### config.mk
export PLATFORM = sky130hd
export DESIGN_NAME = rmq_sqrt
export DESIGN_NICKNAME = d
export VERILOG_FILES = /design/src/design/rmq_pkg.sv /design/src/design/rmq_sqrt.sv
export SDC_FILE = /design/constraint.sdc
export NUM_CORES = 2
export LEC_CHECK = 0
export ABC_CLOCK_PERIOD_IN_PS = 3200
export BUFFER_PORTS_ARGS = -buffer_cell sky130_fd_sc_hd__buf_2
export CELL_PAD_IN_SITES_DETAIL_PLACEMENT = 1
export CELL_PAD_IN_SITES_GLOBAL_PLACEMENT = 1
export CORE_MARGIN = 1
export CORE_UTILIZATION = 37
export CTS_BUF_LIST = sky130_fd_sc_hd__clkbuf_8
export DETAILED_ROUTE_END_ITERATION = 10
export PLACE_DENSITY_LB_ADDON = 0.1
export SLEW_MARGIN = 20
export SYNTH_ARGS = -nofsm -noshare
export SYNTH_HDL_FRONTEND = slang
export SYNTH_SLANG_ARGS = --single-unit
### constraint.sdc
create_clock -name clk -period 3.2 [get_ports clk]
set_clock_uncertainty 0.15 [all_clocks]
set_input_delay 0.32 -clock clk [delete_from_list [all_inputs] [get_ports clk]]
set_output_delay 0.32 -clock clk [all_outputs]
set_load 0.05 [all_outputs]
### src/design/rmq_pkg.sv
`timescale 1ns / 1ps
// ----------------------------------------------------------------------------
// rmq_pkg
// Shared types and constants for the rotation matrix to quaternion converter.
// ----------------------------------------------------------------------------
package rmq_pkg;

    localparam int TW    = 18;  // t width, signed
    localparam int RW    = 17;  // root width: sqrt(t*2^16) < 2^17
    localparam int RADW  = 34;  // radicand width
    localparam int DW    = 17;  // off-diagonal difference width
    localparam int NUMW  = 31;  // |d| << 14 plus rounding term
    localparam int QW    = 31;  // quotient width

    localparam logic signed [TW-1:0] ONE_Q14 = 18'sd16384;

    typedef logic signed [15:0] q14_t;

    typedef struct packed {
        q14_t m00, m01, m02, m10, m11, m12, m20, m21, m22;
    } matrix_t;

    typedef struct packed {
        q14_t quat_w, quat_x, quat_y, quat_z;
        logic bad_input;
    } quat_t;

    // Branch select: which quaternion component (w,x,y,z) is taken from the square root.
    typedef enum logic [1:0] {
        BR_TRACE = 2'd0,
        BR_X     = 2'd1,
        BR_Y     = 2'd2,
        BR_Z     = 2'd3
    } branch_t;

    // Front end result handed to the root and divide pipelines.
    typedef struct packed {
        branch_t                  br;
        logic                     bad;
        logic        [TW-2:0]     t;
        logic signed [DW-1:0]     d1, d2, d3;
    } front_t;

    function automatic q14_t sat16(input logic signed [QW:0] v);
        if (v > 32'sd32767)
            return 16'sh7fff;
        else if (v < -32'sd32768)
            return 16'sh8000;
        else
            return v[15:0];
    endfunction

endpackage

### src/design/rmq_sqrt.sv
`timescale 1ns / 1ps
// ----------------------------------------------------------------------------
// rmq_sqrt
// Pipelined restoring square root of t * 2^16, one result bit per stage.
// ----------------------------------------------------------------------------
module rmq_sqrt (
    input  logic                    clk,
    input  logic                    rst_n,
    input  logic                    en,
    input  logic                    in_valid,
    input  rmq_pkg::front_t         in_data,
    output logic                    out_valid,
    output rmq_pkg::front_t         out_data,
    output logic [rmq_pkg::RW-1:0]  out_root
);
    import rmq_pkg::*;

    localparam int NS = RW;

    logic                valid_reg [NS+1];
    front_t              meta_reg  [NS+1];
    logic [RADW-1:0]     x_reg     [NS+1];
    logic [RW-1:0]       r_reg     [NS+1];
    logic [RADW+1:0]     rem_reg   [NS+1];

    always_comb
    begin
        valid_reg[0] = in_valid;
        meta_reg[0]  = in_data;
        x_reg[0]     = {1'b0, in_data.t, 16'd0};
        r_reg[0]     = '0;
        rem_reg[0]   = '0;
    end

    // Stage i brings down two radicand bits and decides one root bit.
    for (genvar i = 0; i < NS; i++)
    begin : g_stage
        logic [RADW+1:0] rem_try, trial;
        always_comb
        begin
            rem_try = {rem_reg[i][RADW-1:0], x_reg[i][RADW-1 -: 2]};
            trial   = {{(RADW+2-RW-2){1'b0}}, r_reg[i], 2'b01};
        end
        always_ff @(posedge clk or negedge rst_n)
        begin
            if (!rst_n)
                valid_reg[i+1] <= 1'b0;
            else if (en)
                valid_reg[i+1] <= valid_reg[i];
        end
        always_ff @(posedge clk)
        begin
            if (en)
            begin
                meta_reg[i+1] <= meta_reg[i];
                x_reg[i+1]    <= {x_reg[i][RADW-3:0], 2'b00};
                if (rem_try >= trial)
                begin
                    rem_reg[i+1] <= rem_try - trial;
                    r_reg[i+1]   <= {r_reg[i][RW-2:0], 1'b1};
                end
                else
                begin
                    rem_reg[i+1] <= rem_try;
                    r_reg[i+1]   <= {r_reg[i][RW-2:0], 1'b0};
                end
            end
        end
    end

    assign out_valid = valid_reg[NS];
    assign out_data  = meta_reg[NS];
    assign out_root  = r_reg[NS];

endmodule

After elaboration in Yosys (flattened, before gate mapping)
Cells that the tools add are included.
Word-level totals
  bits in registers: 1961
  word-level logic and storage cells: 234
Cells by class
  $add $sub $neg: 16
  order comparisons: 17
  mux-type cells: 33
Operators by type and width (count)
  two-way mux 34 bit: 15
  >= comparator 36 x 10 -> 1 bit: 1
  >= comparator 36 x 11 -> 1 bit: 1
  >= comparator 36 x 12 -> 1 bit: 1
  >= comparator 36 x 13 -> 1 bit: 1
  >= comparator 36 x 14 -> 1 bit: 1
  >= comparator 36 x 15 -> 1 bit: 1
  >= comparator 36 x 16 -> 1 bit: 1
  >= comparator 36 x 17 -> 1 bit: 1
  >= comparator 36 x 18 -> 1 bit: 1
  >= comparator 36 x 3 -> 1 bit: 1
  >= comparator 36 x 4 -> 1 bit: 1
  >= comparator 36 x 5 -> 1 bit: 1
  >= comparator 36 x 6 -> 1 bit: 1
  >= comparator 36 x 7 -> 1 bit: 1
  >= comparator 36 x 8 -> 1 bit: 1
  >= comparator 36 x 9 -> 1 bit: 1
  subtractor 34 x 10 -> 34 bit: 1
  subtractor 34 x 11 -> 34 bit: 1
  subtractor 34 x 12 -> 34 bit: 1
  subtractor 34 x 13 -> 34 bit: 1
  subtractor 34 x 14 -> 34 bit: 1
  subtractor 34 x 15 -> 34 bit: 1
  subtractor 34 x 16 -> 34 bit: 1
  other kinds (11): 28

Longest topological paths before layout
  depth in word-level cells: 2
  gate-level depth with buffers: 13
  mapped depth without buffers: 12

Least setup slack after synthesis
Ideal clock, no wire load.
  path kind: register -> register
  from: register rem_reg (netlist bit g_stage[12].rem_try[2])
  to: register rem_reg (netlist bit g_stage[13].rem_try[27]), data pin
  library setup time: 273 ps
  data arrival time: 2943 ps
  data required time: 2777 ps
  slack: -166 ps
  stages on the path, launching flop included: 13
  path buffers: 2
  period minus slack after synthesis: 3366 ps
  cell sequence: edfxtp_1 ha_1 fa_1 a21o_1 a21oi_1 o21ai_0 a311oi_1 nor2b_1 clkbuf_1 or3_1 clkbuf_1 nor4b_1 xor2_1
Between the ends
  cells in the longest elaborated chain, start to end: 2
RTL lines
  from (decl): line rmq_sqrt.sv:24  | logic [RADW+1:0] rem_reg [NS+1];
  from (signal, indexed assignment): line rmq_sqrt.sv:59  | rem_reg[i+1] <= rem_try - trial;
  from (signal, indexed assignment): line rmq_sqrt.sv:64  | rem_reg[i+1] <= rem_try;
  subtractor 34 x 14 -> 34 bit / >= comparator 36 x 14 -> 1 bit (equally long branches): line rmq_sqrt.sv:59, rmq_sqrt.sv:57
  two-way mux 34 bit (*): line rmq_sqrt.sv:57  | if (rem_try >= trial)
Mark *: on every way between the ends. The rest lies on a longest branch, timed or not.
A chain may end at the register's enable or synchronous reset.

Final worst setup path
  from: register rem_reg (netlist bit g_stage[4].rem_try[10])
  to: register rem_reg (netlist bit g_stage[5].rem_try[12]), data pin
Between the ends
  cells in the longest elaborated chain, start to end: 2
RTL lines (line)
  subtractor 34 x 6 -> 34 bit / >= comparator 36 x 6 -> 1 bit (equally long branches): rmq_sqrt.sv:59, rmq_sqrt.sv:57
  two-way mux 34 bit (*): rmq_sqrt.sv:57
Marked as above.

==> metrics.csv <==
stage,metric,value,unit
status,outcome,"finished, violations left",
status,failed_checks,"design-rule violations, negative setup slack",
die,num_rows,159,
cells_and_area,largest_register_ffs,1136,
setup_path,arrival,3.87,ns
detailed_routing,dr.pass1.iters,7,
timing,drv_slew,0,
synthesis,synth_area_leader_cell,edfxtp_1,
worst_hold_path,min_path_cells,0,
grt,grt_pass1_vias,38000,
timing,fmax,304,MHz
grt,grt.total_usage,13.2,%
cells_and_area,final_nets,5252,
synthesis,ys_warn_count,0,
synthesis,synthCells,4112,
placement,numPortBuffers,163,
grt,antenna_found_initial,2,
placement,place_area,76100,um2
cells_and_area,drive_gt1_share,21.5,%
timing,fin_crit_sh,103,%
die,die_h,437,um
synthesis,synth_edf_count,1824,
worst_hold_path,min-delay-start,meta_reg[1121],
setup_path,path_common_cell,or3_4,
synthesis,synth_seq_cells,1841,
clock_network,cts.path.max_buffers,4,
setup_path,slowest_stage,or4b_4,
detailed_routing,drcViolationCount,22,
timing,post-route-min-period,3.28,ns
detailed_routing,drtIter0Drc,1645,
power_and_ir_drop,power.density,634,nW/um2
setup_path,r2r-end,g_stage[5].rem_try[12],
clock_network,clkTransAtPathRegs,0.06,ns
clock_network,clkSinkCount,1841,
clock_network,cts_tree,built,
clock_network,clkLatencyLatePin,1.03,ns
die,fp.dieArea,191000,um2
timing,maxSlewHeadroom,42.1,%
setup_path,crit_buf_inv,1,
detailed_routing,viasPerCell,4.60,
clock_network,htreeDepth,5,
setup_path,critical-path-top-delay-family,simple AND/OR/NAND/NOR gates,
placement,hpwl,82400,um
setup_path,slowest_delay,0.51,ns
setup_path,reg2regPathDepth,9,
detailed_routing,wire_per_inst,16.3,um
cells_and_area,final_core_util,44.9,%
detailed_routing,wirelength,126000,um
power_and_ir_drop,peakVddDrop,0.000310,V
synthesis,synth_top_area_share,78.2,%
cells_and_area,syn2layout_area_growth,20.3,%
placement,gp_congestion,0.797,
power_and_ir_drop,power_leakage,30.9,nW
die,start_util,37.3,%
synthesis,syn_nets,4349,
timing,holdWs,0.192,ns
synthesis,ys.flop_type,edfxtp_1,
timing,hold_viol,0,
setup_path,worstSetupPathType,flop to flop,
clock_network,clockRootBuffer,clkbuf_8,
worst_hold_path,hold_path.class,flop to flop,
synthesis,yosysSeqAreaShare,78.8,%
setup_path,end_kind,flop,
timing,rsz0062_at_grt,yes,
setup_path,crit_path_max_fanout,6,
synthesis,async_flop_share,0.923,%
grt,grt_pass1_wl,202000,um
die,ioPinCount,164,
detailed_routing,vias,35600,
synthesis,ys_types,75,
synthesis,synth.area.top_cells,"edfxtp_1 78%, ha_1 2.8%, xor2_1 2.7%, xnor2_1 2.1%, nand2_1 1.1%",
setup_path,r2r_start,g_stage[4].rem_try[10],
clock_network,cts_made_buffers,332,
cells_and_area,postLayoutCellArea,84300,um2
timing,final.setup.tns,-0.530,ns
detailed_routing,ant_nets,0,
setup_path,rrSetupSlack,-0.08,ns
die,core_region_area,188000,um2
worst_hold_path,min_to,meta_reg[1050],
die,die_w,437,um
setup_path,crit_chain,or3_4 > or3_4 > or3_4 > or4_4 > or4b_4 > buf_6 > nand3_4 > nor3_1 > xor2_1,
grt,grt_start_max_net_pins,128,
grt,overflow,0,
timing,setup_viol,12,
setup_path,startpoint_type,flop,
setup_path,worstPathRequired,3.79,ns
timing,worst_slew_pin_slew,0.866,ns
timing,finalWorstSetupSlack,-0.0844,ns
synthesis,syn-mean-instance-area,17.0,um2
job,maxCapViolations,0,
synthesis,synth.cell_area,70000,um2
synthesized netlist by cell type, types with 7 or more instances:
master / number
or4_1: 46
nor2b_1: 17
ha_1: 155
mux2_2: 41
nand3_1: 44
nand2_1: 209
a2111oi_0: 10
nand3b_1: 11
nand2b_1: 61
o22ai_1: 7
fa_1: 7
edfxtp_1: 1824
o31ai_1: 14
clkbuf_1: 41
buf_4: 73
xnor2_1: 167
nor4_1: 76
o21a_1: 28
a21o_1: 41
o21bai_1: 14
o21ai_0: 115
nor3_1: 121
or3_1: 52
and3_1: 16
nor3b_1: 10
o211ai_1: 11
nor2_1: 209
dfrtp_1: 17
nand4_1: 21
inv_1: 193
xor2_1: 215
a211oi_1: 7
nor4b_1: 9
or2_2: 17
a21oi_1: 132
cell type report:
type / instances / area (um2)
well taps: 2495 / 3120
fillers: 18500 / 104000
inverters: 194 / 728
clock inverters: 216 / 970
multi-input cells: 1958 / 14200
clock buffers: 342 / 4710
repair buffers: 688 / 5400
diodes: 1 / 2.50
flip-flops and latches: 1841 / 55200
stage by stage:
step           setup slack (ns)  total power [mW]  instances
6_report                -0.0844              53.4       7735
5_1_grt                  -0.164              56.1       7735
4_1_cts                 -0.0770              54.5       7706
3_5_place_dp             -0.346              34.5       6995
3_3_place_gp             -0.341              34.3       6995
2_1_floorplan           -0.0935              32.4       4112
logic make-up after synthesis:
kind of cell | count (synthesis) | share of synthesized area, %
AND/OR/NAND/NOR | 949 | 6.97
XOR/XNOR | 382 | 4.78
other | 1 | 0.00535
AO/OA/AOI/OAI | 421 | 3.69
buffers and inverters | 313 | 2.08
multiplexers | 43 | 0.688
flip-flops | 1841 | 78.8
adder cells (fa/ha/maj) | 162 | 2.97
per-layer routing:
metal | routed length [um] | global-route usage [%] | up-vias
met5 | 0 | 0 | -
li1 | - | - | 17300
met1 | 52500 | 15.5 | 17500
met4 | 3700 | 5.41 | 0
met3 | 5260 | 3.31 | 277
met2 | 64500 | 23.1 | 518
power breakdown:
| part | leakage [nW] | internal (mW) | switching [mW] |
|---|---|---|---|
| Combinational | 9.85 | 2.01 | 2.57 |
| Sequential | 17.8 | 28.7 | 0.908 |
| Clock | 3.27 | 10.1 | 9.12 |
what timing repair did:
item | in CTS | in global routing
pin swaps | 19 | 45
resized for setup | 42 | 125
setup buffers | 6 | 27
hold buffers | 147 | 0
endpoints found under the hold margin | 1479 | 0
cloned | 0 | 1
setup endpoints to repair | 120 | 242
placed cells by master, fill, tap and decap left out, types with 75 or more instances in the layout:
cell	n
edfxtp_1	1824
buf_4	351
clkbuf_8	342
inv_1	285
xor2_1	215
nand2_1	205
nor2_1	200
xnor2_1	166
buf_2	163
ha_1	147
dlygate4sd3_1	147
a21oi_1	118
nor3_1	110
o21ai_0	106
clkinv_1	75
worst max-delay path by stage:
stage / from / end / slack [ns] / cells past startpoint
after floorplan: g_stage[4].rem_try[9] / g_stage[5].rem_try[18] / -0.09 / 9
after global placement: g_stage[15].trial[3] / g_stage[16].rem_try[33] / -0.34 / 12
after detailed placement: g_stage[15].trial[3] / g_stage[16].rem_try[33] / -0.35 / 12
after CTS: g_stage[4].rem_try[10] / g_stage[5].rem_try[12] / -0.08 / 9
after global routing: g_stage[4].rem_try[10] / g_stage[5].rem_try[12] / -0.16 / 9
final: g_stage[4].rem_try[10] / g_stage[5].rem_try[12] / -0.08 / 9
No activity file was read; power rests on OpenSTA's default activity.
