`src/design/rmq_pkg.sv`:
```
`timescale 1ns / 1ps
// ----------------------------------------------------------------------------
// rmq_pkg
// Shared types and constants for the rotation matrix to quaternion converter.
// ----------------------------------------------------------------------------
package rmq_pkg;

    localparam int TW    = 18;  // t width, signed
    localparam int RW    = 17;  // root width: sqrt(t*2^16) < 2^17
    localparam int RADW  = 34;  // radicand width
    localparam int DW    = 17;  // off-diagonal difference width
    localparam int NUMW  = 31;  // |d| << 14 plus rounding term
    localparam int QW    = 31;  // quotient width

    localparam logic signed [TW-1:0] ONE_Q14 = 18'sd16384;

    typedef logic signed [15:0] q14_t;

    typedef struct packed {
        q14_t m00, m01, m02, m10, m11, m12, m20, m21, m22;
    } matrix_t;

    typedef struct packed {
        q14_t quat_w, quat_x, quat_y, quat_z;
        logic bad_input;
    } quat_t;

    // Branch select: which quaternion component (w,x,y,z) is taken from the square root.
    typedef enum logic [1:0] {
        BR_TRACE = 2'd0,
        BR_X     = 2'd1,
        BR_Y     = 2'd2,
        BR_Z     = 2'd3
    } branch_t;

    // Front end result handed to the root and divide pipelines.
    typedef struct packed {
        branch_t                  br;
        logic                     bad;
        logic        [TW-2:0]     t;
        logic signed [DW-1:0]     d1, d2, d3;
    } front_t;

    function automatic q14_t sat16(input logic signed [QW:0] v);
        if (v > 32'sd32767)
            return 16'sh7fff;
        else if (v < -32'sd32768)
            return 16'sh8000;
        else
            return v[15:0];
    endfunction

endpackage

```
`src/design/rmq_front.sv`:
```
`timescale 1ns / 1ps
// ----------------------------------------------------------------------------
// rmq_front
// Branch select, t and the three off-diagonal differences. Two stages.
// ----------------------------------------------------------------------------
module rmq_front (
    input  logic              clk,
    input  logic              rst_n,
    input  logic              en,
    input  logic              in_valid,
    input  rmq_pkg::matrix_t  in_data,
    output logic              out_valid,
    output rmq_pkg::front_t   out_data
);
    import rmq_pkg::*;

    logic    valid_a_reg;
    branch_t br_a_reg;
    matrix_t m_a_reg;

    logic signed [17:0] tr;
    branch_t            br_next;

    assign tr = 18'(in_data.m00) + 18'(in_data.m11) + 18'(in_data.m22);

    always_comb
    begin
        priority if (tr > 18'sd0)
            br_next = BR_TRACE;
        else if (in_data.m00 > in_data.m11 && in_data.m00 > in_data.m22)
            br_next = BR_X;
        else if (in_data.m11 > in_data.m22)
            br_next = BR_Y;
        else
            br_next = BR_Z;
    end

    always_ff @(posedge clk or negedge rst_n)
    begin
        if (!rst_n)
            valid_a_reg <= 1'b0;
        else if (en)
            valid_a_reg <= in_valid;
    end

    always_ff @(posedge clk)
    begin
        if (en)
        begin
            br_a_reg <= br_next;
            m_a_reg  <= in_data;
        end
    end

    // Stage B: signed sums per branch
    logic signed [TW-1:0] a00, a11, a22, t_full;
    logic signed [DW-1:0] d1, d2, d3;
    logic signed [DW-1:0] e01, e10, e20, e02, e12, e21;

    always_comb
    begin
        a00 = TW'(m_a_reg.m00);
        a11 = TW'(m_a_reg.m11);
        a22 = TW'(m_a_reg.m22);
        e01 = DW'(m_a_reg.m01);
        e10 = DW'(m_a_reg.m10);
        e20 = DW'(m_a_reg.m20);
        e02 = DW'(m_a_reg.m02);
        e12 = DW'(m_a_reg.m12);
        e21 = DW'(m_a_reg.m21);
        unique case (br_a_reg)
            BR_TRACE:
            begin
                t_full = a00 + a11 + a22 + ONE_Q14;
                d1 = e01 - e10; d2 = e20 - e02; d3 = e12 - e21;
            end
            BR_X:
            begin
                t_full = a00 - a11 - a22 + ONE_Q14;
                d1 = e01 + e10; d2 = e20 + e02; d3 = e12 - e21;
            end
            BR_Y:
            begin
                t_full = a11 - a00 - a22 + ONE_Q14;
                d1 = e01 + e10; d2 = e20 - e02; d3 = e12 + e21;
            end
            default:
            begin
                t_full = a22 - a00 - a11 + ONE_Q14;
                d1 = e01 - e10; d2 = e20 + e02; d3 = e12 + e21;
            end
        endcase
    end

    always_ff @(posedge clk or negedge rst_n)
    begin
        if (!rst_n)
            out_valid <= 1'b0;
        else if (en)
            out_valid <= valid_a_reg;
    end

    always_ff @(posedge clk)
    begin
        if (en)
        begin
            out_data.br  <= br_a_reg;
            out_data.bad <= (t_full <= 0);
            out_data.t   <= t_full[TW-2:0];
            out_data.d1  <= d1;
            out_data.d2  <= d2;
            out_data.d3  <= d3;
        end
    end

endmodule

```
`config.mk`:
```
export PLATFORM = sky130hd
export DESIGN_NAME = rmq_front
export DESIGN_NICKNAME = d
export VERILOG_FILES = /design/src/design/rmq_pkg.sv /design/src/design/rmq_front.sv
export SDC_FILE = /design/constraint.sdc
export NUM_CORES = 1
export LEC_CHECK = 0
export ABC_AREA = 1
export BUFFER_PORTS_ARGS = -buffer_cell sky130_fd_sc_hd__buf_2
export CAP_MARGIN = 25
export CORE_ASPECT_RATIO = 0.5
export CORE_MARGIN = 1.5
export CORE_UTILIZATION = 35
export DETAILED_ROUTE_END_ITERATION = 7
export MAX_ROUTING_LAYER = met4
export REMOVE_ABC_BUFFERS = 1
export SYNTH_ARGS = -nofsm -noshare
export SYNTH_HDL_FRONTEND = slang
export SYNTH_SLANG_ARGS = --single-unit
```
`constraint.sdc`:
```
create_clock -name clk -period 3.1 [get_ports clk]
set_input_delay 0.155 -clock clk [delete_from_list [all_inputs] [get_ports clk]]
set_output_delay 0.155 -clock clk [all_outputs]
set_load 0.01 [all_outputs]
```
== Word-level counts from Yosys, hierarchy flattened ==
Index checks and enable logic that the tools add are counted.
Cells by class
  add/subtract/negate cells: 20
  mux-type cells: 6
  magnitude comparators: 5
  equality and inequality tests: 2
  reductions and logical operators: 6
Operators with widths (number)
  16-bit by 16-bit subtractor with 17-bit output: 6
  16-bit by 16-bit adder with 17-bit output: 5
  18-bit by 16-bit adder with 18-bit output (second input constant): 4
  18-bit case mux with 3 select lines: 1
  17-bit by 16-bit subtractor with 18-bit output: 3
  17-bit two-way mux: 3
  16-bit > comparator: 3
  17-bit by 16-bit adder with 18-bit output: 2
  18-bit by 1-bit > comparator with 1-bit output (second input constant): 1
  18-bit by 1-bit <= comparator with 1-bit output (second input constant): 1
  2-bit OR reduction: 4
  2-bit by 1-bit == test with 1-bit output (second input constant): 1
  2-bit == test (second input constant): 1
  2-bit zero test: 1
  1-bit two-way mux: 2
  1-bit logical AND: 1
Word-level totals
  input bits: 148
  logic and storage cells: 58
  flip-flop bits (word level): 219

== Longest topological paths before layout ==
Gate-level depths: netlist of run 1.
  word-level depth: 5
  gate-level depth with buffers: 23

== Worst setup path before layout of run 1 ==
No wires, ideal clock.
  kind: flip-flop to flip-flop
  start point: reg br_a_reg[0]
  end point: reg out_data[14] (netlist bit) (data pin)
  stages on the path, launching flop included: 19
  period minus slack after synthesis: 3.276 ns
  arrival: 3.024 ns
  required time: 2.848 ns
  setup time: 0.252 ns
  path slack: -0.176 ns
  path through: edfxtp_1 -> ha_1 -> buf_2 -> nor2_2 -> clkinv_1 -> a31oi_1 -> xor2_1 -> inv_1 -> ha_1 -> nand3_1 -> nand3_1 -> a31oi_1 -> o21ai_2 -> a21boi_1 -> o21ai_2 -> nand3_1 -> nand2_1 -> nand2_1 -> nand2_1
On the way
  word-level cells in the longest chain between the ends: 3
  elaborated cells between the ends (all ways): 4
  classes of those cells: eq/ne (1); mux (1); reduce/logical (2)
RTL lines
  start: declaration: line rmq_front.sv:18  | branch_t br_a_reg;
  start signal: assignment: line rmq_front.sv:50  | br_a_reg <= br_next;
  2-bit by 1-bit == test with 1-bit output / 2-bit zero test (equally long branches): line rmq_front.sv:71  | unique case (br_a_reg)
  2-bit OR reduction (no source line) (*)
  17-bit two-way mux (*)
  named net d3[14]: line rmq_front.sv:57  | logic signed [DW-1:0] d1, d2, d3;
  end: declaration: line rmq_front.sv:13  | output rmq_pkg::front_t out_data
Mark *: on every way through the listed nets, which the timed path passes. The rest lies on a longest branch.
A chain may end at the register's enable or synchronous reset.

== Final worst setup path of run 1 ==
  start point: reg m_a_reg, in the netlist a22[2]
  end point: reg out_data[68] (netlist bit) (data pin)
On the way
  word-level cells in the longest chain between the ends: 5
  elaborated cells between the ends (all ways): 11
  classes of those cells: add/sub (9); order compare (1); mux (1)
RTL lines
  start: declaration: line rmq_front.sv:19  | matrix_t m_a_reg;
  start signal: assignment: line rmq_front.sv:51  | m_a_reg <= in_data;
  16-bit by 16-bit subtractor with 17-bit output: line rmq_front.sv:89  | t_full = a22 - a00 - a11 + ONE_Q14;
  17-bit by 16-bit subtractor with 18-bit output: line rmq_front.sv:89
  18-bit by 16-bit adder with 18-bit output: line rmq_front.sv:89
  18-bit case mux with 3 select lines (*): line rmq_front.sv:71
  named net t_full[3]: line rmq_front.sv:56  | logic signed [TW-1:0] a00, a11, a22, t_full;
  18-bit by 1-bit <= comparator with 1-bit output (*): line rmq_front.sv:108  | out_data.bad <= (t_full <= 0);
Marked as above.

==> summary.md, run 1 <==
| Metric | Value |
|---|---|
| Worst IR Drop VDD | `~420 µV` |
| Async set-or-reset flop fraction in the synthesized netlist | `0.913%` |
| Post-DP HPWL | `between 40000 and 50000 µm` |
| Synth-to-Final Area Change | `45.5%` |
| Crit-path max FO | `3` |
| GRT Total Usage | `19.1%` |
| Worst-path clk slew | `approximately 0.070 ns` |
| Via density | `between 4 and 5` |
| Global Route met1 Usage | `~22%` |
| Max FFs per register | `71` |
| Fmax | `between 300 and 400 MHz` |
| Overall Power | `roughly 20 mW` |
| CP max stage delay | `~0.57 ns` |
| Die Wd | `about 330 µm` |
| Starting DRT DRC Count | `just over 800` |
| Layout cell share with drive strength beyond 1 | `34.0%` |
| Worst Tran Pin Value | `0.762 ns` |
| H-tree depth | `1` |
| Number of routed nets with antenna violations | `0` |
| Total grt overflow | `0` |
| Synth Warn # | `0` |
| Max Clock Skew | `about 0.016 ns` |
| Vias | `around 16000` |
| Tmin final | `between 3 and 4 ns` |
| Max Root-Sink Buffers | `3` |
| Status | `complete, but fails checks` |
| Core Util, Final | `a little over half` |
| Max-slew violation count | `0` |
| Top reg by flops | `out_data` |
| Core area | `0.0525 mm²` |
| Main synth FF type | `edfxtp_1` |
| Worst setup SP type | `register` |
| Initial antenna violation count | `3` |
| Placed cell areas | `0.0225 mm²` |
| PD cells | `739 mW/mm²` |
| DRT Wirelength | `roughly 54000 µm` |
| Hold Crit Depth | `1` |
| Port Buffers | `between 200 and 250` |
| Initial core utilization | `35.8%` |
| Max cap viols | `0` |
| Worst hold path type | `input pin to register` |
| Nets | `between 3000 and 4000` |
| # IOs | `between 200 and 250` |
| Setup Viol. Count Final | `5` |
| Failing checks | `negative setup slack` |
| Final setup margin | `-0.229 ns` |
| Post-route design area | `between 0.02 and 0.03 mm²` |
| RR Endpoint | `out_data[68]$_DFFE_PP_` |
| CTS tree | `done` |
| Site row count | `between 50 and 60` |
| Met3 GRT Util | `2.82%` |
| Top Usage Layer GRT | `met2` |
| Fin crit share | `107%` |
| Hold Crit Start | `en` |
| Critical Path AT | `~3.8 ns` |
| Slowest-stage cell, CP | `fa_1` |
| Syn Area/Cell | `roughly 8.9 µm²` |
| Cells on worst reg2reg path | `18` |
| Die H | `167 µm` |
| Worst-path cell chain | `inv_2 -> fa_1 -> inv_2 -> ha_4 -> ha_4 -> inv_2 -> fa_2 -> o22ai_1 -> o21a_1 -> nor2_1 -> nand2_1 -> nor2_2 -> nand3_2 -> nor2_2 -> nand2_1 -> nor2_2 -> nand3_1 -> nand2_1` |
| Req. time, crit path | `~3.5 ns` |
| WS Path Type | `register to register` |
| First-pass GRT wire length | `between 80000 and 90000 µm` |
| Number of global-route vias before repair | `around 16000` |
| Largest net degree at the start of global routing | `89` |
| Commonest non-fill, non-tap cell in the layout | `nand2_1` |
| Worst hold endpoint | `e01[1]$_DFFE_PP_` |
| Num CTS Buffers | `25` |
| Fill count | `roughly 4600` |
| Routed WL per cell | `15.4 µm` |
| Register-to-register setup slack | `-0.23 ns` |
| Leak Pwr | `roughly 13 nW` |
| Syn Inst Count | `2104` |
| Synth cell types | `between 50 and 60` |
| Sink Count | `219` |
| Crit. End Element | `register` |
| Clock Tree Root | `clkbuf_16` |
| Post-synthesis sequential area ratio | `34.9%` |
| DIE AREA | `roughly 0.055 mm²` |
| Met2 GRT Util | `between 30% and 40%` |
| Mapped Area | `between 0.015 and 0.02 mm²` |
| Post-synth EDFFs | `~220` |
| 1st-pass router iterations | `5` |
| RSZ-0062 raised after global routing | `true` |
| Post-synthesis register bit count | `~220` |
| GPL Wtd Cong | `around 0.9` |
| Worst flop-to-flop path startpoint | `a22[2]$_DFFE_PP_` |
| Most frequent cells in the layout | `nand2_1, inv_1, buf_4` |
| Slew Limit Headroom | `49.2%` |
| DR DRC count | `0` |
| Final setup TNS | `-0.665 ns` |
| Worst-Skew Late Latency | `between 0.5 and 0.6 ns` |
| Hold Vio Cnt, Final | `0` |
cell usage after synthesis (3+ instances only):
master	n	area, µm²
nor3_2	3	30.0
xnor2_1	23	201
a21oi_2	6	52.6
a21o_1	8	60.1
buf_2	7	35.0
a31oi_1	14	87.6
o21ai_0	45	225
a21oi_1	125	626
ha_1	244	3050
nand3b_1	22	165
nand2_2	10	62.6
o21bai_1	5	37.5
o21ai_1	5	25.0
edfxtp_1	217	6520
nand2_1	417	1570
nor2_1	124	465
nand4_1	19	119
a21boi_1	6	45.0
clkbuf_1	3	11.3
xor2_1	79	692
nand3_2	3	30.0
nor3_1	19	95.1
o21ai_2	12	105
inv_1	393	1480
o31ai_1	6	45.0
nand3_1	152	761
clkinv_1	3	11.3
a211oi_1	3	22.5
nor2_2	7	43.8
fa_1	93	1860
cell families after synthesis:
kind of cell,synth area share [%]
multiplexers,0.0532
adder cells (fa/ha/maj),26.1
AND/OR/NAND/NOR,18.1
AO/OA/AOI/OAI,7.84
XOR/XNOR,4.75
flip-flops,34.9
buffers and inverters,8.25
cell type report:
type	count	area (µm²)	share of cell area, %
multi-input cells	1475	12700	46.3
flip-flops and latches	219	6570	24.0
repair buffers	662	4930	18.0
inverters	398	1520	5.54
well taps	701	877	3.21
clock buffers	28	637	2.33
clock inverters	17	165	0.604
diodes	3	7.51	0.0274
how the worst max path moves through the flow:
stage          cells after the start                endpoint  slack, ns                       from
5_1_grt                           22  out_data[68]$_DFFE_PP_      -0.40           a22[2]$_DFFE_PP_
4_1_cts                           22  out_data[68]$_DFFE_PP_      -0.16           a00[2]$_DFFE_PP_
3_5_place_dp                      16  out_data[68]$_DFFE_PP_      -0.35           a00[2]$_DFFE_PP_
2_1_floorplan                     18  out_data[14]$_DFFE_PP_      -0.25  br_a_reg[0]$_SDFFCE_PP0P_
3_3_place_gp                      16  out_data[68]$_DFFE_PP_      -0.34           a00[2]$_DFFE_PP_
6_report                          18  out_data[68]$_DFFE_PP_      -0.23           a22[2]$_DFFE_PP_
report_power, final:
part | internal [mW] | switching, mW | leakage, nW
combinational | 6.01 | 6.85 | 10.2
sequential | 4.18 | 0.244 | 2.15
clock | 1.72 | 1.23 | 0.390
total | 11.9 | 8.32 | 12.7
layer usage:
layer	vias up	routed length (µm)
met3	93	1920
li1	8291	-
met4	0	1420
met1	7725	22700
met5	-	0
met2	323	28000
critical path: cells and delay by family, from the launching register on:
kind	cells	cell delay [ns]
AND/OR/NAND/NOR	9	0.85
buffers and inverters	3	0.17
AO/OA/AOI/OAI	2	0.29
flip-flops	1	0.42
adder cells (fa/ha/maj)	4	1.50
through the flow:
stage	hold WS, ns	cells	setup slack [ns]
3_3_place_gp	-0.0603	3248	-0.342
4_1_cts	0.130	3449	-0.157
6_report	0.0860	3503	-0.229
5_1_grt	0.111	3503	-0.397
3_5_place_dp	-0.0586	3248	-0.348
2_1_floorplan	-0.141	2092	-0.248
repair_timing:
| action | CTS | global route |
|---|---|---|
| resized for setup | 103 | 340 |
| hold buffers | 147 | 0 |
| endpoints found under the hold margin | 147 | 0 |
| setup buffers | 9 | 52 |
| endpoints found under the setup margin | 24 | 30 |
| pin swaps | 40 | 143 |
| gates cloned | 0 | 0 |
(Power assumes the default switching activity.)
==> run 2, diff against run 1 <==
--- a/config.mk
+++ b/config.mk
@@ -16,2 +16,3 @@
 export REMOVE_ABC_BUFFERS = 1
+export SLEW_MARGIN = 5
 export SYNTH_ARGS = -nofsm -noshare
==> constraint.sdc (replaced) <==
create_clock -name clk -period 3.1 [get_ports clk]
set_input_delay 0.31 -clock clk [delete_from_list [all_inputs] [get_ports clk]]
set_output_delay 0.31 -clock clk [all_outputs]
set_load 0.01 [all_outputs]
==> summary.md, run 2 (synthesis gave the netlist of run 1 again) <==
| Metric | Value |
|---|---|
| Synth-to-Final Area Change | `39.4%` |
| Number of global-route vias before repair | `16200 (-0.98%)` |
| Crit. End Element | `register` |
| Final setup margin | `-0.166 ns (+0.0626 ns)` |
| First-pass GRT wire length | `80500 µm (-0.84%)` |
| PD cells | `739 mW/mm² (about the same)` |
| # IOs | `220 (unchanged)` |
| Status | `complete, but fails checks` |
| Worst-Skew Late Latency | `0.56 ns (about the same)` |
| Worst flop-to-flop path startpoint | `a11[2]$_DFFE_PP_` |
| Max FFs per register | `71 (unchanged)` |
| Sink Count | `219 (unchanged)` |
| Core area | `0.0525 mm² (unchanged)` |
| DR DRC count | `0 (unchanged)` |
| Number of routed nets with antenna violations | `0 (unchanged)` |
| WS Path Type | `register to register` |
| H-tree depth | `1 (unchanged)` |
| 1st-pass router iterations | `5 (unchanged)` |
| Setup WS pre-CTS | `-0.385 ns (-0.0376 ns)` |
| Num CTS Buffers | `24 (-4.0%)` |
| Initial antenna violation count | `1 (-2)` |
| Routed WL per cell | `15.1 µm (-2.2%)` |
| Total grt overflow | `0 (unchanged)` |
| Max-slew violation count | `0 (unchanged)` |
| Nets | `3226 (-1.2%)` |
| Die H | `167 µm (unchanged)` |
| Max Clock Skew | `0.0236 ns (+0.00763 ns)` |
| Tmin final | `3.27 ns (-0.0626 ns)` |
| Post-DP HPWL | `40300 µm (about the same)` |
| Top reg by flops | `out_data` |
| Critical Path AT | `3.57 ns (-0.19 ns)` |
| Worst setup SP type | `register` |
| Hold Crit Start | `in_data[9]` |
| Via density | `4.65 (-0.81%)` |
| Hold Vio Cnt, Final | `0 (unchanged)` |
| Layout cell share with drive strength beyond 1 | `29.8% (-4.2 points)` |
| DIE AREA | `0.0552 mm² (unchanged)` |
| Worst IR Drop VDD | `547 µV (+30%)` |
| Setup Viol. Count Final | `6 (+1)` |
| Max Root-Sink Buffers | `3 (unchanged)` |
| Setup crit start | `a11[2]$_DFFE_PP_` |
| Commonest non-fill, non-tap cell in the layout | `nand2_1` |
| Starting DRT DRC Count | `765 (-6.0%)` |
| Final setup TNS | `-0.358 ns (+0.307 ns)` |
| Fmax | `306 MHz (+1.9%)` |
| Most frequent cells in the layout | `nand2_1, inv_1, buf_4` |
| Failing checks | `negative setup slack` |
| Req. time, crit path | `3.40 ns (-0.13 ns)` |
| Fill count | `4789 (+3.1%)` |
| Die Wd | `331 µm (unchanged)` |
| Clock Tree Root | `clkbuf_16` |
| Worst Tran Pin Value | `0.520 ns (-0.242 ns)` |
| Largest net degree at the start of global routing | `57 (-36%)` |
| Leak Pwr | `12.5 nW (-1.6%)` |
| Site row count | `59 (unchanged)` |
| Worst hold path type | `input pin to register` |
| Crit-path max FO | `3 (unchanged)` |
| Max cap viols | `0 (unchanged)` |
| RSZ-0062 raised after global routing | `true` |
| Port Buffers | `219 (unchanged)` |
| Overall Power | `19.4 mW (-4.2%)` |
| GRT Total Usage | `18.9% (-0.17 points)` |
| Slew Limit Headroom | `65.1% (+16 points)` |
| GPL Wtd Cong | `0.925 (+2.1%)` |
| Initial core utilization | `35.8% (unchanged)` |
| Vias | `16100 (-2.0%)` |
| CTS tree | `done` |
| DRT Wirelength | `52200 µm (-3.4%)` |
| Fin crit share | `105% (-2.0 points)` |
| Worst-path clk slew | `0.07 ns (about the same)` |
-- run 2: cell count changes in the layout (fill, tap and decap cells not counted), sizes merged, moves of 2 or more --
cell and delta:
buf -12, clkinv -5, diode -2, dlygate4sd3 -27, clkinvlp +2
-- run 2: per-layer routing --
layer | track usage [%] | part of all wire, % | vias to the layer above
met2 | 33.2 | 50 | 291
met1 | 22.8 | 43 | 7506
met4 | 4.90 | 2.9 | 0
met5 | - | 0 | -
li1 | - | - | 8206
met3 | 2.53 | 3.6 | 96
-- run 2: final timing paths --
check,end,slack [ns],cells past startpoint
max in group asynchronous,valid_a_reg$_DFFE_PN0P_,2.93,2
setup / recovery,out_data[68]$_DFFE_PP_,-0.17,20
setup reg to reg,out_data[68]$_DFFE_PP_,-0.17,20
hold / removal,a22[9]$_DFFE_PP_,0.03,1
hold reg to reg,out_valid$_DFFE_PN0P_,0.52,2
min in group asynchronous,out_valid$_DFFE_PN0P_,0.07,2
-- run 2: report_power, final --
part / internal (mW) / switching (mW) / total [mW]
Clock: 1.80 / 1.28 / 3.08
Combinational: 5.46 / 6.43 / 11.9
Sequential: 4.18 / 0.231 / 4.41
Total: 11.4 / 7.94 / 19.4
-- run 2: cell type report --
cell class,instances,area (µm²),area share (%)
antenna,1,2.50,0.00954
sequential,219,6570,25.0
clock buffer,27,633,2.41
multi-input combinational,1475,11900,45.6
timing repair buffer,623,4490,17.1
tap,701,877,3.35
inverter,398,1500,5.73
clock inverter,16,194,0.740
-- run 2: critical path, stage by stage (launching register included) --
cell and delay, ns:
edfxtp_1 0.46, fa_1 0.55, ha_1 0.31, ha_2 0.18, inv_2 0.04, fa_2 0.36, inv_2 0.07, nand3_2 0.08
nand2_2 0.11, nand2_2 0.07, buf_4 0.13, nand3_1 0.06, nand3_1 0.07, nand4_1 0.12, nand2_1 0.09, nand2_1 0.08
nor2_2 0.04, nand2_1 0.06, nor2_2 0.04, nand3_1 0.06, nand2_1 0.05
-- run 2: metrics by stage --
stage	hold slack, ns	std cells	area (µm²)	utilization [%]
after detailed placement	0.0963	3254	22600	43.0
after floorplan	0.0144	2092	18700	-
final	0.0326	3460	26200	50.0
after global routing	0.00796	3460	26200	50.0
after global placement	0.0951	3254	22600	43.0
after CTS	0.00310	3430	25200	48.0
-- run 2: repair_timing --
action / CTS / global route
hold endpoints to repair: 121 / 0
setup buffers: 13 / 30
pin swaps: 30 / 92
gates resized for setup: 108 / 163
hold buffers: 120 / 0
endpoints found under the setup margin: 26 / 35
==> run 3, diff against run 2 <==
--- a/config.mk
+++ b/config.mk
@@ -14,4 +14,6 @@
 export DETAILED_ROUTE_END_ITERATION = 7
+export GPL_ROUTABILITY_DRIVEN = 0
 export MAX_ROUTING_LAYER = met4
 export REMOVE_ABC_BUFFERS = 1
+export SETUP_SLACK_MARGIN = 0.5
 export SLEW_MARGIN = 5
--- a/constraint.sdc
+++ b/constraint.sdc
@@ -3,2 +3,2 @@
 set_output_delay 0.31 -clock clk [all_outputs]
-set_load 0.01 [all_outputs]
+set_load 0.02 [all_outputs]
==> summary.md, run 3 (synthesis gave the netlist of run 1 again) <==
| Metric | Value |
|---|---|
| Worst hold path type | `input pin to register` |
| NetSw | `9.50 mW (+20%)` |
| Register-to-register setup slack | `-0.23 ns (-0.06 ns)` |
| GRT Total Usage | `20.0% (+1.1 points)` |
| Via density | `4.82 (+3.6%)` |
| CTS tree | `done` |
| Vias | `17100 (+6.1%)` |
| Number of routed nets with antenna violations | `0 (unchanged)` |
| Stages on worst setup path | `18 (-10%)` |
| Fmax | `301 MHz (-1.8%)` |
| Clock Tree Root | `clkbuf_16` |
| Max Clock Skew | `0.0127 ns (-0.0108 ns)` |
| Cells on worst reg2reg path | `18 (-10%)` |
| Max Root-Sink Buffers | `3 (unchanged)` |
| Routed WL per cell | `16.0 µm (+6.1%)` |
| CP top delay family | `adder cells` |
| Crit-path max FO | `3 (unchanged)` |
| Worst-path cell chain | `inv_2 -> fa_1 -> inv_2 -> ha_4 -> ha_4 -> inv_1 -> fa_2 -> o22ai_2 -> o21a_1 -> nor2_1 -> nand2_1 -> nor2_2 -> nand3_2 -> nor2_2 -> nand2_1 -> nor2_2 -> nand3_1 -> nand2_1` |
| Most frequent cells in the layout | `nand2_1, inv_1, buf_4` |
| Largest net degree at the start of global routing | `69 (+21%)` |
| Max cap viols | `0 (unchanged)` |
| Die Wd | `331 µm (unchanged)` |
| Top reg by flops | `out_data` |
| Status | `complete, but fails checks` |
| Final setup margin | `-0.225 ns (-0.0591 ns)` |
| Initial core utilization | `35.8% (unchanged)` |
| WP buf/inv | `3 (unchanged)` |
| Worst Tran Pin Value | `0.636 ns (+0.117 ns)` |
| Num CTS Buffers | `24 (unchanged)` |
| Synth-to-Final Area Change | `50.9%` |
| Worst-path clk slew | `0.07 ns (about the same)` |
| 1st-pass router iterations | `6 (+1)` |
| Slew Limit Headroom | `57.6% (-7.5 points)` |
| Hold Crit Depth | `1 (unchanged)` |
| Die H | `167 µm (unchanged)` |
| Crit. End Element | `register` |
| Switching Fraction | `42.1% (+1.2 points)` |
| Max FFs per register | `71 (unchanged)` |
| H-tree depth | `1 (unchanged)` |
| Leak Pwr | `13.2 nW (+5.3%)` |
| Site row count | `59 (unchanged)` |
| Sink Count | `219 (unchanged)` |
| Reg power frac | `19.6% (-3.2 points)` |
| Total grt overflow | `0 (unchanged)` |
| First-pass GRT wire length | `85800 µm (+6.6%)` |
| CP max stage delay | `0.57 ns (+0.02 ns)` |
| Fin crit share | `107% (+1.9 points)` |
| Number of global-route vias before repair | `17200 (+6.0%)` |
| Commonest non-fill, non-tap cell in the layout | `nand2_1` |
| Max-slew violation count | `0 (unchanged)` |
| Slowest-stage cell, CP | `fa_1` |
| Core Util, Final | `54.1% (+4.1 points)` |
| Worst IR Drop VDD | `448 µV (-18%)` |
| Initial antenna violation count | `2 (+1)` |
| Req. time, crit path | `3.51 ns (+0.11 ns)` |
| Failing checks | `negative setup slack` |
| Worst-Skew Late Latency | `0.54 ns (-0.02 ns)` |
| DR DRC count | `0 (unchanged)` |
| Post-DP HPWL | `40200 µm (-0.42%)` |
| Nets | `3304 (+2.4%)` |
| DRT Wirelength | `56700 µm (+8.6%)` |
| Port Buffers | `219 (unchanged)` |
| Overall Power | `22.6 mW (+16%)` |
| PD cells | `795 mW/mm² (+7.5%)` |
| Internal Power | `13.1 mW (+14%)` |
| DIE AREA | `0.0552 mm² (unchanged)` |
| Core area | `0.0525 mm² (unchanged)` |
| Setup Viol. Count Final | `7 (+1)` |
| Setup WS pre-CTS | `-0.377 ns (+0.00828 ns)` |
| Clock share of power | `13.3% (-2.6 points)` |
| Worst setup SP type | `register` |
| # IOs | `220 (unchanged)` |
| Critical Path AT | `3.74 ns (+0.17 ns)` |
| Fill count | `4437 (-7.4%)` |
| WS Path Type | `register to register` |
| Layout cell share with drive strength beyond 1 | `39.3% (+9.5 points)` |
| RSZ-0062 raised after global routing | `true` |
| Tmin final | `3.33 ns (+0.0591 ns)` |
| Comb power frac | `67.1% (+5.7 points)` |
| Hold Vio Cnt, Final | `0 (unchanged)` |
| Starting DRT DRC Count | `979 (+28%)` |
## run 3: power by group through the flow
stage,clock [mW],combinational (mW),sequential [mW]
global route,3.18,16.5,4.49
detailed placement,0,10.6,4.48
global placement,0,10.5,4.47
CTS,3.08,13.1,4.43
finish,2.99,15.1,4.43
floorplan,0,6.00,5.04
## run 3: worst paths after layout
| kind | start | endpoint |
|---|---|---|
| setup / recovery | a00[2]$_DFFE_PP_ | out_data[68]$_DFFE_PP_ |
| max in group asynchronous | rst_n | valid_a_reg$_DFFE_PN0P_ |
| hold reg to reg | valid_a_reg$_DFFE_PN0P_ | out_valid$_DFFE_PN0P_ |
| setup reg to reg | a00[2]$_DFFE_PP_ | out_data[68]$_DFFE_PP_ |
| min in group asynchronous | rst_n | out_valid$_DFFE_PN0P_ |
| hold / removal | in_data[77] | a11[13]$_DFFE_PP_ |
## run 3: cell type report
| type | count | area, µm² | area share (%) |
|---|---|---|---|
| clock inverter | 9 | 108 | 0.379 |
| inverter | 398 | 1540 | 5.41 |
| tap | 701 | 877 | 3.09 |
| clock buffer | 35 | 693 | 2.44 |
| multi-input combinational | 1475 | 13300 | 46.8 |
| antenna | 3 | 7.51 | 0.0265 |
| sequential | 219 | 6570 | 23.1 |
| timing repair buffer | 701 | 5320 | 18.7 |
## run 3: timing repair
| item | in CTS | in global routing |
|---|---|---|
| endpoints found under the setup margin | 51 | 54 |
| pin swaps | 139 | 167 |
| buffers inserted | 82 | 47 |
| hold buffers | 109 | 0 |
| hold endpoints to repair | 110 | 0 |
| gates resized for setup | 352 | 267 |
| gates cloned | 0 | 0 |
## run 3: metrics by stage
stage	hold WS, ns	cell area, µm²	setup TNS, ns	cells
after floorplan	0.0144	18700	-1.39	2092
after global placement	0.0948	22600	-1.83	3256
after detailed placement	0.0988	22600	-2.22	3256
after CTS	0.00123	26900	-0.374	3491
after global routing	0.0202	28400	-2.36	3540
final	0.0408	28400	-0.501	3541
## run 3: layer usage
| metal | part of all wire [%] | track usage [%] | vias up |
|---|---|---|---|
| met1 | 41 | 23.4 | 8190 |
| met4 | 3.6 | 5.98 | 0 |
| met2 | 52 | 35.9 | 374 |
| met5 | 0 | - | - |
| met3 | 3.6 | 2.16 | 134 |
| li1 | - | - | 8375 |
